## config.mk

```make
export PLATFORM = sky130hd
export DESIGN_NAME = rect_fill_outline_pixel_generator_unit
export DESIGN_NICKNAME = d
export VERILOG_FILES = /design/src/rtl/rfop_pkg.sv /design/src/rtl/rfop_scan.sv /design/src/rtl/rfop_out_buf.sv /design/src/rtl/rect_fill_outline_pixel_generator_unit.sv
export SDC_FILE = /design/constraint.sdc
export NUM_CORES = 1
export LEC_CHECK = 0
export BUFFER_PORTS_ARGS = -buffer_cell sky130_fd_sc_hd__clkbuf_2
export CORE_MARGIN = 3
export CORE_UTILIZATION = 25
export CTS_CLUSTER_DIAMETER = 200
export CTS_CLUSTER_SIZE = 8
export DETAILED_ROUTE_END_ITERATION = 7
export HOLD_SLACK_MARGIN = 0.02
export PLACE_DENSITY = 0.46
export SYNTH_ARGS = -nofsm -noshare
export SYNTH_HDL_FRONTEND = slang
export SYNTH_SLANG_ARGS = --single-unit
```

## constraint.sdc

```tcl
create_clock -name clk -period 3.54 [get_ports clk]
set_clock_uncertainty 0.15 [all_clocks]
set_input_delay 0.354 -clock clk [delete_from_list [all_inputs] [get_ports clk]]
set_output_delay 0.354 -clock clk [all_outputs]
set_load 0.005 [all_outputs]
```

## src/rtl/rfop_pkg.sv

```systemverilog
`timescale 1ns / 1ps
// ----------------------------------------------------------------------------
// rfop_pkg
// Shared types and constants for the rectangle fill/outline pixel generator.
// ----------------------------------------------------------------------------
package rfop_pkg;

	localparam int unsigned SCREEN_COLS = 160;
	localparam int unsigned SCREEN_ROWS = 128;

	localparam int unsigned COORD_W = 10;
	localparam int unsigned SIZE_W  = 11;
	localparam int unsigned SUM_W   = 12;
	localparam int unsigned ADDR_W  = 20;
	localparam int unsigned PIX_W   = 16;

	localparam logic CMD_START = 1'b0;
	localparam logic CMD_STEP  = 1'b1;

	typedef struct packed {
		logic               cmd;
		logic [COORD_W-1:0] x0;
		logic [COORD_W-1:0] y0;
		logic [SIZE_W-1:0]  rect_width;
		logic [SIZE_W-1:0]  rect_height;
		logic [7:0]         red;
		logic [7:0]         green;
		logic [7:0]         blue;
		logic               fill_mode;
	} in_item_t;

	typedef struct packed {
		logic [ADDR_W-1:0] pixel_address;
		logic [PIX_W-1:0]  pixel_value;
		logic              write_pixel;
		logic              last_pixel;
	} out_item_t;

	typedef struct packed {
		logic      valid;
		out_item_t item;
	} pix_result_t;

	function automatic logic [PIX_W-1:0] to_rgb565(input logic [7:0] r,
		input logic [7:0] g, input logic [7:0] b);
		return {r[7:3], g[7:2], b[7:3]};
	endfunction

endpackage

```

## src/rtl/rfop_scan.sv

```systemverilog
`timescale 1ns / 1ps
// ----------------------------------------------------------------------------
// rfop_scan
// Rectangle setup and raster scan: latches a clipped rectangle on a valid start
// while enabled and produces one pixel per step transfer during a scan.
// ----------------------------------------------------------------------------
module rfop_scan (
	input  logic              clk,
	input  logic              arst_n,
	input  logic              accept,
	input  rfop_pkg::in_item_t in_item,
	input  logic              cfg_we,
	input  logic              cfg_wdata,
	output rfop_pkg::pix_result_t result
);
	import rfop_pkg::*;

	logic               enable_q;
	logic               busy_q, busy_d;
	logic [COORD_W-1:0] cur_x_q, cur_x_d;
	logic [COORD_W-1:0] cur_y_q, cur_y_d;
	logic [COORD_W-1:0] left_q, left_d;
	logic [COORD_W-1:0] top_q, top_d;
	logic [COORD_W-1:0] right_q, right_d;
	logic [COORD_W-1:0] bottom_q, bottom_d;
	logic [PIX_W-1:0]   colour_q, colour_d;
	logic               fill_q, fill_d;

	logic [SUM_W-1:0]   x_far, y_far;
	logic               geom_ok;
	logic               at_right, at_bottom, on_edge;

	always_ff @(posedge clk or negedge arst_n) begin
		if (!arst_n) begin
			enable_q <= 1'b0;
			busy_q   <= 1'b0;
			cur_x_q  <= '0;
			cur_y_q  <= '0;
			left_q   <= '0;
			top_q    <= '0;
			right_q  <= '0;
			bottom_q <= '0;
			colour_q <= '0;
			fill_q   <= 1'b0;
		end else begin
			if (cfg_we) begin
				enable_q <= cfg_wdata;
			end
			busy_q   <= busy_d;
			cur_x_q  <= cur_x_d;
			cur_y_q  <= cur_y_d;
			left_q   <= left_d;
			top_q    <= top_d;
			right_q  <= right_d;
			bottom_q <= bottom_d;
			colour_q <= colour_d;
			fill_q   <= fill_d;
		end
	end

	assign x_far = SUM_W'(in_item.x0) + SUM_W'(in_item.rect_width) - SUM_W'(1);
	assign y_far = SUM_W'(in_item.y0) + SUM_W'(in_item.rect_height) - SUM_W'(1);
	assign geom_ok = (in_item.rect_width != '0) && (in_item.rect_height != '0) &&
		(SUM_W'(in_item.x0) < SUM_W'(SCREEN_COLS)) &&
		(SUM_W'(in_item.y0) < SUM_W'(SCREEN_ROWS));

	assign at_right  = (cur_x_q == right_q);
	assign at_bottom = (cur_y_q == bottom_q);
	assign on_edge   = (cur_x_q == left_q) || at_right || (cur_y_q == top_q) || at_bottom;

	always_comb begin
		busy_d   = busy_q;
		cur_x_d  = cur_x_q;
		cur_y_d  = cur_y_q;
		left_d   = left_q;
		top_d    = top_q;
		right_d  = right_q;
		bottom_d = bottom_q;
		colour_d = colour_q;
		fill_d   = fill_q;

		result.valid              = 1'b0;
		result.item.pixel_address = ADDR_W'(cur_x_q) +
			ADDR_W'(cur_y_q) * ADDR_W'(SCREEN_COLS);
		result.item.pixel_value   = colour_q;
		result.item.write_pixel   = fill_q || on_edge;
		result.item.last_pixel    = at_right && at_bottom;

		if (accept) begin
			case (in_item.cmd)
				CMD_START: begin
					// drop starts while disabled; a running scan continues
					if (enable_q) begin
						busy_d = 1'b0;
						if (geom_ok) begin
							busy_d   = 1'b1;
							left_d   = in_item.x0;
							top_d    = in_item.y0;
							cur_x_d  = in_item.x0;
							cur_y_d  = in_item.y0;
							right_d  = (x_far > SUM_W'(SCREEN_COLS - 1)) ?
								COORD_W'(SCREEN_COLS - 1) : x_far[COORD_W-1:0];
							bottom_d = (y_far > SUM_W'(SCREEN_ROWS - 1)) ?
								COORD_W'(SCREEN_ROWS - 1) : y_far[COORD_W-1:0];
							colour_d = to_rgb565(in_item.red, in_item.green, in_item.blue);
							fill_d   = in_item.fill_mode;
						end
					end
				end
				CMD_STEP: begin
					if (busy_q) begin
						result.valid = 1'b1;
						if (at_right) begin
							cur_x_d = left_q;
							if (at_bottom) begin
								busy_d = 1'b0;
							end else begin
								cur_y_d = cur_y_q + COORD_W'(1);
							end
						end else begin
							cur_x_d = cur_x_q + COORD_W'(1);
						end
					end
				end
				default: begin
				end
			endcase
		end
	end

`ifndef SYNTHESIS
	a_pos_in_rect: assert property (@(posedge clk) disable iff (!arst_n)
		busy_q |-> (cur_x_q >= left_q) && (cur_x_q <= right_q) &&
			(cur_y_q >= top_q) && (cur_y_q <= bottom_q))
		else $error("scan position outside latched rectangle");
	a_edges_on_screen: assert property (@(posedge clk) disable iff (!arst_n)
		busy_q |-> (SUM_W'(right_q) < SUM_W'(SCREEN_COLS)) &&
			(SUM_W'(bottom_q) < SUM_W'(SCREEN_ROWS)))
		else $error("clipped corner off screen");
	a_result_needs_busy: assert property (@(posedge clk) disable iff (!arst_n)
		result.valid |-> busy_q && accept)
		else $error("pixel produced while idle");
	a_last_ends_scan: assert property (@(posedge clk) disable iff (!arst_n)
		result.valid && result.item.last_pixel |=> !busy_q)
		else $error("scan continues after final pixel");
`endif

endmodule

```

## src/rtl/rfop_out_buf.sv

```systemverilog
`timescale 1ns / 1ps
// ----------------------------------------------------------------------------
// rfop_out_buf
// Result register with a skid stage, so input transfers continue while one
// pixel waits on the output.
// ----------------------------------------------------------------------------
module rfop_out_buf (
	input  logic                  clk,
	input  logic                  arst_n,
	input  rfop_pkg::pix_result_t result,
	output logic                  room,
	output logic                  out_valid,
	input  logic                  out_ready,
	output rfop_pkg::out_item_t   out_data
);
	import rfop_pkg::*;

	logic      main_valid_s2;
	out_item_t main_s2;
	logic      skid_valid_q;
	out_item_t skid_q;
	logic      pop;

	assign pop       = main_valid_s2 && out_ready;
	assign room      = !skid_valid_q;
	assign out_valid = main_valid_s2;
	assign out_data  = main_s2;

	always_ff @(posedge clk or negedge arst_n) begin
		if (!arst_n) begin
			main_valid_s2 <= 1'b0;
			skid_valid_q  <= 1'b0;
		end else begin
			if (pop) begin
				if (skid_valid_q) begin
					main_valid_s2 <= 1'b1;
					skid_valid_q  <= 1'b0;
				end else begin
					main_valid_s2 <= result.valid;
				end
			end else if (!main_valid_s2) begin
				main_valid_s2 <= result.valid;
			end else if (result.valid) begin
				skid_valid_q <= 1'b1;
			end
		end
	end

	always_ff @(posedge clk) begin
		if (pop && skid_valid_q) begin
			main_s2 <= skid_q;
		end else if (pop || !main_valid_s2) begin
			main_s2 <= result.item;
		end
		// park the new pixel while the output stalls
		if (main_valid_s2 && !pop && !skid_valid_q) begin
			skid_q <= result.item;
		end
	end

`ifndef SYNTHESIS
	a_skid_implies_main: assert property (@(posedge clk) disable iff (!arst_n)
		skid_valid_q |-> main_valid_s2)
		else $error("skid holds data with empty output register");
	a_no_overflow: assert property (@(posedge clk) disable iff (!arst_n)
		result.valid |-> !skid_valid_q)
		else $error("pixel arrived with both stages full");
	a_skid_fill_on_stall: assert property (@(posedge clk) disable iff (!arst_n)
		$rose(skid_valid_q) |-> $past(main_valid_s2 && !out_ready))
		else $error("skid filled without an output stall");
`endif

endmodule

```

## src/rtl/rect_fill_outline_pixel_generator_unit.sv

```systemverilog
`timescale 1ns / 1ps
// ----------------------------------------------------------------------------
// rect_fill_outline_pixel_generator_unit
// Clips a rectangle to the screen and emits one RGB565 framebuffer pixel per
// step transfer of a running scan in raster order, fill or outline.
// ----------------------------------------------------------------------------
// Throughput: one input transfer per cycle, one pixel per cycle, while in_ready and out_ready stay high.
// A step's pixel is registered in the result register, or in the skid while the output stalls.
// A two-deep output stage (result register plus skid) decouples the sides;
// in_ready drops only while both stages hold pixels.
// Reset: arst_n clears enable, scan state and output valids asynchronously.
module rect_fill_outline_pixel_generator_unit (
	input  logic                clk,
	input  logic                arst_n,
	input  logic                in_valid,
	output logic                in_ready,
	input  rfop_pkg::in_item_t  in_data,
	output logic                out_valid,
	input  logic                out_ready,
	output rfop_pkg::out_item_t out_data,
	input  logic                cfg_we,
	input  logic                cfg_wdata
);
	import rfop_pkg::*;

	pix_result_t result;
	logic        room;
	logic        accept;

	assign in_ready = room;
	assign accept   = in_valid && room;

	rfop_scan u_scan (
		.clk       (clk),
		.arst_n    (arst_n),
		.accept    (accept),
		.in_item   (in_data),
		.cfg_we    (cfg_we),
		.cfg_wdata (cfg_wdata),
		.result    (result)
	);

	rfop_out_buf u_out_buf (
		.clk       (clk),
		.arst_n    (arst_n),
		.result    (result),
		.room      (room),
		.out_valid (out_valid),
		.out_ready (out_ready),
		.out_data  (out_data)
	);

endmodule

```

==> flow_summary.yaml, run 1 <==
timing:
  max_slew.worst_pin.slew_ns: 1.04
  setup_viol: 0
  finalCriticalPeriod_ns: 3.27
  rsz0062_at_grt: "no"
  report.final.slew_viol_count: 0
  max_freq_ghz: 0.306
  finalHoldViolCount: 0
  tns_ns: 0
  relSlewSlack: 0.302
  post-route-period-util: 0.923
global_routing:
  grt_start_max_net_pins: 66
  grtUsageTotal: 0.120
  grt_overflow: 0
  antenna_found_initial: 0
  grt_pass1_wl_um: 36700
  grt_pass1_vias: 6735
route:
  vias: 6739
  first_iter_violations: 424
  wl_met2_um: 9800
  wl_per_cell_um: 14.5
  wirelength_um: 22500
  highest_layer: "met4"
  viasPerCell: 4.34
  wl_met1_um: 11800
  drcViolationCount: 0
  drtPass1Iterations: 4
  final_antenna_net_count: 0
  wl_met3_um: 621
synthesis:
  synth_area_leaders: "edfxtp_1 25%, dfrtp_1 23%, ha_1 8.8%"
  netlist.area_leader.share: 0.248
  synthFlopType: "dfrtp_1"
  netlist_area_um2: 8950
  synth-edff-count: 74
  yosysMostFrequentCell: "nand2_1"
  synthDistinctLibCells: 56
  yosys_register_bits: 155
  synth-async-reset-ratio: 0.523
  synth_top_area_cell: "edfxtp_1"
  ys.warnings.count: 0
  postSynthCellCount: 953
  synth-seq-area-share: 0.475
  syn_avg_cell_area_um2: 9.40
  ys_top_cells_by_count: "183 x nand2_1, 101 x inv_1, 81 x dfrtp_1"
placement:
  place.gp.congestion: 0.777
  port_buffers: 104
  dp_hpwl_um: 16900
die:
  num_rows: 68
  pin_count: 114
  core_um2: 34900
  dieArea_um2: 38100
  die_w_um: 195
  die_y_um: 195
  start_util: 0.257
critical_path:
  required_ns: 3.56
  crit_type: "reg -> reg"
  r2r.worst_path.cells: 13
  end_kind: "flop"
  crit_arrival_ns: 3.28
  cp-start-kind: "flop"
  crit_path_max_fanout: 3
flow_run:
  drv_cap: 0
clock_network:
  post_cts_buffers: 0
  clk_path_buf_depth: 2
  cts_hold_buffers: 21
  cts_tree: "built"
  cts.sinks: 155
  root_buffer: "clkbuf_16"
  numCtsBuffers: 17
  clkTransAtPathRegs_ns: 0.06
  h-tree-depth: 4
  clock_latency_ns: 0.42
  cts_resized: 0
hold_path:
  min_path_cells: 3
  hp-class: "in -> reg"
power:
  peakVddDrop_uv: 263
  cellPowerDensity_nw_per_um2: 457
  totalPowerFinal_uw: 4970
  p_leak_uw: 0.00528
cells_and_area:
  utilization: 0.312
  fillers: 3743
  antenna_cells: 0
  nets: 1225
  synthToLayoutAreaGrowth_pct: 21.6
  drive_gt1_frac: 0.159
status:
  outcome: "complete, no violations"
==> final timing paths <==
check | from | to | slack, ns
min in group asynchronous | arst_n | u_scan.colour_q[1] | 0.44
min reg2reg | u_scan.colour_q[2] | u_out_buf.skid_q[4] | 0.32
max in group asynchronous | arst_n | u_scan.bottom_q[1] | 2.05
max | u_scan.cur_y_q[1] | u_out_buf.out_data[33] | 0.27
max reg2reg | u_scan.cur_y_q[1] | u_out_buf.out_data[33] | 0.27
min | in_data[57] | u_scan.left_q[0] | 0.06
==> report_power, final <==
group          leakage (uW)  total [uW]  switching, uW  internal (uW)
sequential          0.00188        2160            111           2050
combinational       0.00314        1030            562            465
clock              0.000270        1790            745           1040
==> metal layers <==
layer	vias up	global-route usage
met2	104	0.182
met4	0	0.0309
met3	17	0.0202
met1	3138	0.178
li1	3480	-
met5	-	0
==> layout by cell type (no fill, tap or decap), types with 21 or more instances in the layout <==
master         synthesis  routed
a21oi_1               52      52
buf_4                  1      28
clkbuf_2               0     103
dfrtp_1               81      81
dlygate4sd3_1          0      21
edfxtp_1              74      74
ha_1                  63      63
inv_1                101     101
nand2_1              183     183
nand3_1               23      23
nor2_1                66      64
o21ai_0               43      43
xnor2_1               40      40
xor2_1                37      37
==> worst max-delay path, stage by stage (launching register included) <==
cell	delay, ns
dfrtp_1	0.38
ha_1	0.28
ha_1	0.16
inv_1	0.05
fa_1	0.47
inv_1	0.04
ha_1	0.31
o21a_1	0.12
o31a_1	0.15
o21ai_0	0.13
nor2_1	0.22
nand3_1	0.12
xnor2_1	0.17
mux2_2	0.27
==> through the flow <==
stage / hold slack, ns / setup slack, ns / instances / area [um^2]
6_report: 0.0621 / 0.274 / 1552 / 10900
5_1_grt: 0.0766 / 0.0160 / 1552 / 10900
4_1_cts: 0.0507 / 0.220 / 1552 / 10900
3_5_place_dp: 0.311 / 0.169 / 1499 / 10100
3_3_place_gp: 0.305 / 0.212 / 1499 / 10100
2_1_floorplan: -0.0916 / 0.382 / 954 / 8960
==> cell families after synthesis <==
logic type	share of synthesized area
and+or+nand+nor	0.168
other	0.000419
muxes	0.0208
adders and majority gates	0.0970
buffers and inverters	0.0606
DFF	0.475
xor gates and xnor gates	0.0753
AOI/OAI and AO/OA	0.103
==> layout make-up <==
type                            instances  area (um^2)  share of cell area
Sequential cell                       155         4250               0.390
Multi-Input combinational cell        657         4180               0.384
Clock buffer                           19          433              0.0398
Timing Repair Buffer                  152          936              0.0860
Tap cell                              455          569              0.0523
Clock inverter                         13          143              0.0131
Inverter                              101          379              0.0348
Note: power is estimated with default switching activity, not from simulation.
==> inputs of run 2 (changes only) <==
- SYNTH_HIERARCHICAL: default -> 1
==> run 2 against run 1 <==
Against the previous run: sequential cell count grew 2; clock power fell by 3%; non-clock buffer count down 4; first-iteration DRC count is 25% lower; die area up 2.4%; clock-buffer cell count increased by 5; power is 5.2% lower; sequential share of layout area barely moved; sequential power about the same; wire length shrank 2.2%; highest routed layer unchanged.
==> flow_summary.yaml, run 2 <==
clock_network:
  clkTransAtPathRegs_ns: 0.06
  cts.sinks: 157
  h-tree-depth: 4
  clk_path_buf_depth: 2
  cts_tree: "built"
  clock_latency_ns: 0.42
  numCtsBuffers: 17
  root_buffer: "clkbuf_16"
die:
  core_um2: 35900
  die_w_um: 198
  num_rows: 69
  start_util: 0.256
  dieArea_um2: 39000
  die_y_um: 198
  pin_count: 114
synthesis:
  ys.warnings.count: 6
  postSynthCellCount: 886
  synth_mux_area_frac: 0.0661
  synth_top_family_by_area: "simple AND/OR/NAND/NOR gates"
  yosysMostFrequentCell: "inv_1"
  yosys_register_bits: 157
  synth-xor-area-share: 0.0659
  synth_top_area_cell: "edfxtp_1"
  synth-async-reset-ratio: 0.516
  synthAdderAreaFrac: 0.0946
  synth-edff-count: 76
  ys_top_cells_by_count: "103 x inv_1, 87 x nand2_1, 81 x dfrtp_1"
  synth-simple-area-share: 0.126
  netlist.area_leader.share: 0.249
  synthDistinctLibCells: 68
  synth_area_leaders: "edfxtp_1 25%, dfrtp_1 22%, ha_1 8.6%"
  netlist_area_um2: 9180
  syn_avg_cell_area_um2: 10.4
  synth_compound_area_frac: 0.112
  synth-seq-area-share: 0.470
  synthFlopType: "dfrtp_1"
global_routing:
  grt_start_max_net_pins: 50
  met1_usage: 0.161
  grtUsageTotal: 0.116
  grt_util_met3: 0.0235
  grt_pass1_wl_um: 35600
  use_met2: 0.186
  antenna_found_initial: 0
  grt_pass1_vias: 6647
  grt_overflow: 0
  top_usage_layer: "met2"
critical_path:
  r2r.worst_path.cells: 14
  end_kind: "flop"
  crit_type: "reg -> reg"
  required_ns: 3.56
  crit_arrival_ns: 3.34
  cp-start-kind: "flop"
  crit_path_max_fanout: 3
  r2r_setup_slack_ns: 0.22
  reg2reg_to: "u_out_buf/out_data[35]"
  r2r_start: "u_scan/cur_y_q[1]"
cells_and_area:
  utilization: 0.307
  mostFrequentLayoutCells: "104 x clkbuf_2, 103 x inv_1, 87 x nand2_1"
  drive_gt1_frac: 0.207
  fillers: 3786
  mostFrequentLayoutCell: "clkbuf_2"
  synthToLayoutAreaGrowth_pct: 20.2
  nets: 1153
  antenna_cells: 0
  regArea_um2: 4310
  multiInputGateArea_um2: 4290
timing:
  finalHoldViolCount: 0
  post-route-period-util: 0.938
  rsz0062_at_grt: "no"
  tns_ns: 0
  hold_slack_ns: 0.0529
  max_freq_ghz: 0.301
  relSlewSlack: 0.530
  finalCriticalPeriod_ns: 3.32
  max_slew.worst_pin.slew_ns: 0.704
  report.final.slew_viol_count: 0
  setup_viol: 0
route:
  vias: 6500
  final_antenna_net_count: 0
  wirelength_um: 22000
  drcViolationCount: 0
  drtPass1Iterations: 4
  first_iter_violations: 317
  viasPerCell: 4.37
  wl_per_cell_um: 14.8
hold_path:
  min_path_cells: 2
  min_to: "u_scan/enable_q"
  min-delay-start: "cfg_wdata"
  hp-class: "in -> reg"
placement:
  dp_hpwl_um: 16600
  place.gp.congestion: 0.806
  port_buffers: 105
power:
  cellPowerDensity_nw_per_um2: 428
  p_leak_uw: 0.00526
  totalPowerFinal_uw: 4720
  peakVddDrop_uv: 246
status:
  outcome: "complete, no violations"
flow_run:
  drv_cap: 0
[run 2: changes by cell type after synthesis, moves of 11 or more]
cell,previous run,this run
and2_1,12,1
a21oi_1,52,38
xor2_1,37,48
mux2_2,5,21
nand2_1,183,87
xnor2_1,40,21
mux2_4,0,20
[run 2: per-stage QoR]
| stage | setup slack, ns | area, um^2 | instances |
|---|---|---|---|
| global placement | 0.134 | 10300 | 1435 |
| global route | 0.0265 | 11000 | 1486 |
| finish | 0.221 | 11000 | 1486 |
| CTS | 0.0972 | 11000 | 1486 |
| detailed placement | 0.108 | 10300 | 1435 |
| floorplan | 0.0530 | 9180 | 887 |
[run 2: how the worst max path moves through the flow]
stage | start | end | depth (start not counted)
floorplan | u_out_buf/out_valid | u_out_buf/skid_q[0] | 2
global placement | in_data[37] | u_scan/right_q[2] | 13
detailed placement | u_scan/cur_y_q[1] | u_out_buf/out_data[35] | 14
CTS | u_scan/cur_y_q[1] | u_out_buf/out_data[35] | 14
global route | u_scan/cur_y_q[1] | u_out_buf/out_data[35] | 14
finish | u_scan/cur_y_q[1] | u_out_buf/out_data[35] | 14
[run 2: kinds of logic (layout without fill, tap and decap cells)]
family | Yosys count | in the layout
AND/OR/NAND/NOR | 240 | 240
AO/OA/AOI/OAI | 159 | 159
flip-flops | 157 | 157
buffers and inverters | 145 | 283
XOR/XNOR | 69 | 69
adder cells (fa/ha/maj) | 67 | 67
multiplexers | 48 | 48
other | 1 | 2
[run 2: layer usage]
metal,vias to the layer above,share of wire
met5,-,0
met4,0,0.0082
met3,12,0.037
met2,109,0.46
met1,3057,0.50
li1,3322,-
[run 2: power by group]
group / leakage (uW) / internal [uW] / switching, uW
logic: 0.00314 / 401 / 418
registers: 0.00186 / 2050 / 110
clock network: 0.000263 / 1020 / 725
[run 2: area by class of cell]
cell class / instances / area share
well taps: 461 / 0.0523
inverters: 103 / 0.0350
clock inverters: 8 / 0.00499
repair buffers: 148 / 0.0814
clock buffers: 24 / 0.0466
flip-flops and latches: 157 / 0.391
multi-input cells: 585 / 0.389
[run 2: critical path, stage by stage (launching register included)]
cell,delay (ns)
dfrtp_1,0.39
ha_1,0.29
ha_1,0.17
inv_1,0.05
fa_1,0.47
inv_1,0.04
ha_1,0.30
o21a_1,0.11
o31a_1,0.12
o21ai_2,0.14
and3b_1,0.21
and3_1,0.18
nand4_1,0.11
nand3_1,0.10
mux2_4,0.26
[run 2: what timing repair did]
item | in CTS | in global routing
endpoints found under the hold margin | 46 | 0
buffers inserted | 0 | 0
hold buffers | 19 | 0
gates resized for setup | 0 | 2
endpoints found under the setup margin | 0 | 2
==> inputs of run 3 (changes only) <==
- PLACE_DENSITY: 0.46 -> 0.45
- clock period: 3.54 -> 4.1 ns (I/O delays scaled with it)
==> run 3 against run 2 <==
Against the previous run: setup slack gained 0.29 ns; critical path depth shrank 1; largest power group unchanged; die area is the same; wire length grew 0.66%; sequential share of layout area grew 0.64 points; maximum frequency shrank 7.5%; worst hold slack lost 0.0035 ns; combinational power shrank 16%; final area shrank 1.6%.
==> flow_summary.yaml, run 3 (synthesis gave the netlist of run 2 again) <==
timing:
  report.final.slew_viol_count: 0
  max_freq_ghz: 0.279
  post-route-period-util: 0.875
  finalHoldViolCount: 0
  max_slew.worst_pin.slew_ns: 1.01
  finalCriticalPeriod_ns: 3.59
  setup_viol: 0
  tns_ns: 0
  relSlewSlack: 0.326
  rsz0062_at_grt: "no"
critical_path:
  r2r.worst_path.cells: 13
  crit_slowest_cell: "fa_1"
  crit_path_max_fanout: 9
  crit_start: "u_scan/cur_y_q[2]"
  crit_chain: "ha_1 > inv_1 > fa_1 > inv_1 > ha_1 > o21a_1 > o31a_1 > o21ai_0 > and3b_1 > and3_1 > nand4_1 > nand3_1 > mux2_4"
  required_ns: 4.13
  r2r_setup_slack_ns: 0.51
  r2r_start: "u_scan/cur_y_q[2]"
  crit_type: "reg -> reg"
  end_kind: "flop"
  critPathTopFamily: "adder cells"
  crit_arrival_ns: 3.62
  endpoint: "u_out_buf/out_data[35]"
  critPathBufInv: 2
  cp-start-kind: "flop"
  path_depth: 13
  reg2reg_to: "u_out_buf/out_data[35]"
  max_stage_delay_ns: 0.53
clock_network:
  root_buffer: "clkbuf_16"
  numCtsBuffers: 17
  h-tree-depth: 4
  cts_tree: "built"
  cts_resized: 0
  clkTransAtPathRegs_ns: 0.07
  clock_latency_ns: 0.42
  clk_path_buf_depth: 2
  cts.sinks: 157
placement:
  place_inst: 1422
  place.gp.congestion: 0.784
  port_buffers: 105
  dp_hpwl_um: 16500
global_routing:
  grt_pass1_wl_um: 35500
  antenna_found_initial: 1
  grtUsageTotal: 0.115
  grt_start_max_net_pins: 50
  grt_overflow: 0
  grt_pass1_vias: 6480
power:
  netSwitchingFraction: 0.269
  p_int_uw: 3020
  switchingPower_uw: 1110
  pwr-share-comb: 0.167
  p_leak_uw: 0.00519
  pwr-share-clk: 0.383
  cellPowerDensity_nw_per_um2: 381
  seq_power_share: 0.450
  peakVddDrop_uv: 231
cells_and_area:
  nets: 1129
  fillers: 3772
  drive_gt1_frac: 0.201
  synthToLayoutAreaGrowth_pct: 18.3
  mostFrequentLayoutCells: "104 x clkbuf_2, 103 x inv_1, 87 x nand2_1"
  mostFrequentLayoutCell: "clkbuf_2"
  final_cells: 1463
route:
  final_antenna_net_count: 0
  wirelength_um: 22100
  drtPass1Iterations: 4
  vias: 6497
  first_iter_violations: 348
  viasPerCell: 4.44
  drcViolationCount: 0
  wl_per_cell_um: 15.1
die:
  dieArea_um2: 39000
  start_util: 0.256
  num_rows: 69
  die_y_um: 198
  core_um2: 35900
  die_w_um: 198
  pin_count: 114
hold_path:
  hp-class: "in -> reg"
status:
  outcome: "complete, no violations"
flow_run:
  drv_cap: 0
run 3: cell types whose count changed in the layout (fill, tap and decap cells not counted):
| cell | delta |
|---|---|
| buf_4 | -13 |
| dlygate4sd3_1 | -11 |
| clkinvlp_4 | -4 |
| clkbuf_1 | -2 |
| clkbuf_16 | +2 |
| clkbuf_8 | -2 |
| clkinv_2 | +2 |
| inv_4 | +2 |
| inv_6 | +2 |
| clkinv_1 | -1 |
| clkinv_4 | +1 |
| diode_2 | +1 |
| o21ai_0 | +1 |
| o21ai_2 | -1 |
run 3: how the worst min path moves through the flow:
| stage | startpoint | to | slack [ns] | depth (start not counted) |
|---|---|---|---|---|
| 6_report | in_data[12] | u_scan/colour_q[6] | 0.05 | 3 |
| 5_1_grt | in_data[21] | u_scan/colour_q[12] | 0.03 | 3 |
| 4_1_cts | in_data[14] | u_scan/colour_q[8] | 0.02 | 3 |
| 3_5_place_dp | u_scan/fill_q | u_scan/fill_q | 0.31 | 2 |
| 3_3_place_gp | u_scan/colour_q[3] | u_out_buf/skid_q[5] | 0.30 | 0 |
| 2_1_floorplan | arst_n | u_out_buf/out_valid | -0.04 | 0 |
run 3: timing repair:
action | in CTS | in global routing
setup buffers | 0 | 0
endpoints found under the setup margin | 0 | 0
hold buffers | 8 | 0
hold endpoints to repair | 51 | 0
run 3: area by class of cell:
cell class              count  area (um^2)  area share
diodes                      1         2.50    0.000231
clock buffers              22          529      0.0488
clock inverters            10         70.1     0.00646
inverters                 103          387      0.0356
multi-input cells         585         4290       0.395
flip-flops and latches    157         4310       0.397
well taps                 461          577      0.0531
repair buffers            124          691      0.0636
run 3: metal layers:
metal  track usage  wire (um)
met1         0.166      11100
met2         0.178       9850
met3        0.0189        807
met4        0.0354        384
met5             0          0
run 3: power groups by stage:
| stage | logic [uW] | registers, uW | clock network [uW] |
|---|---|---|---|
| after floorplan | 510 | 1850 | 0 |
| after global placement | 686 | 1890 | 0 |
| after detailed placement | 694 | 1900 | 0 |
| after CTS | 705 | 1860 | 1650 |
| after global routing | 789 | 1880 | 1710 |
| final | 690 | 1860 | 1590 |
run 3: worst register-to-register path, delay by kind of cell, from the launching register on:
| kind | cells | cell delay [ns] |
|---|---|---|
| AOI/OAI and AO/OA | 3 | 0.49 |
| and+or+nand+nor | 4 | 0.64 |
| buffers and inverters | 2 | 0.10 |
| muxes | 1 | 0.27 |
| DFF | 1 | 0.50 |
| adders and majority gates | 3 | 1.20 |
run 3: per-stage QoR:
stage          power [uW]  cell area (um^2)  setup WS [ns]  hold WS, ns   util
2_1_floorplan        2360              9180          0.613      -0.0356      -
3_5_place_dp         2590             10200          0.501        0.311  0.283
6_report             4140             10900          0.511       0.0494  0.302
5_1_grt              4380             10900          0.328       0.0322  0.302
3_3_place_gp         2580             10200          0.525        0.305  0.283
4_1_cts              4220             10900          0.504       0.0201  0.302
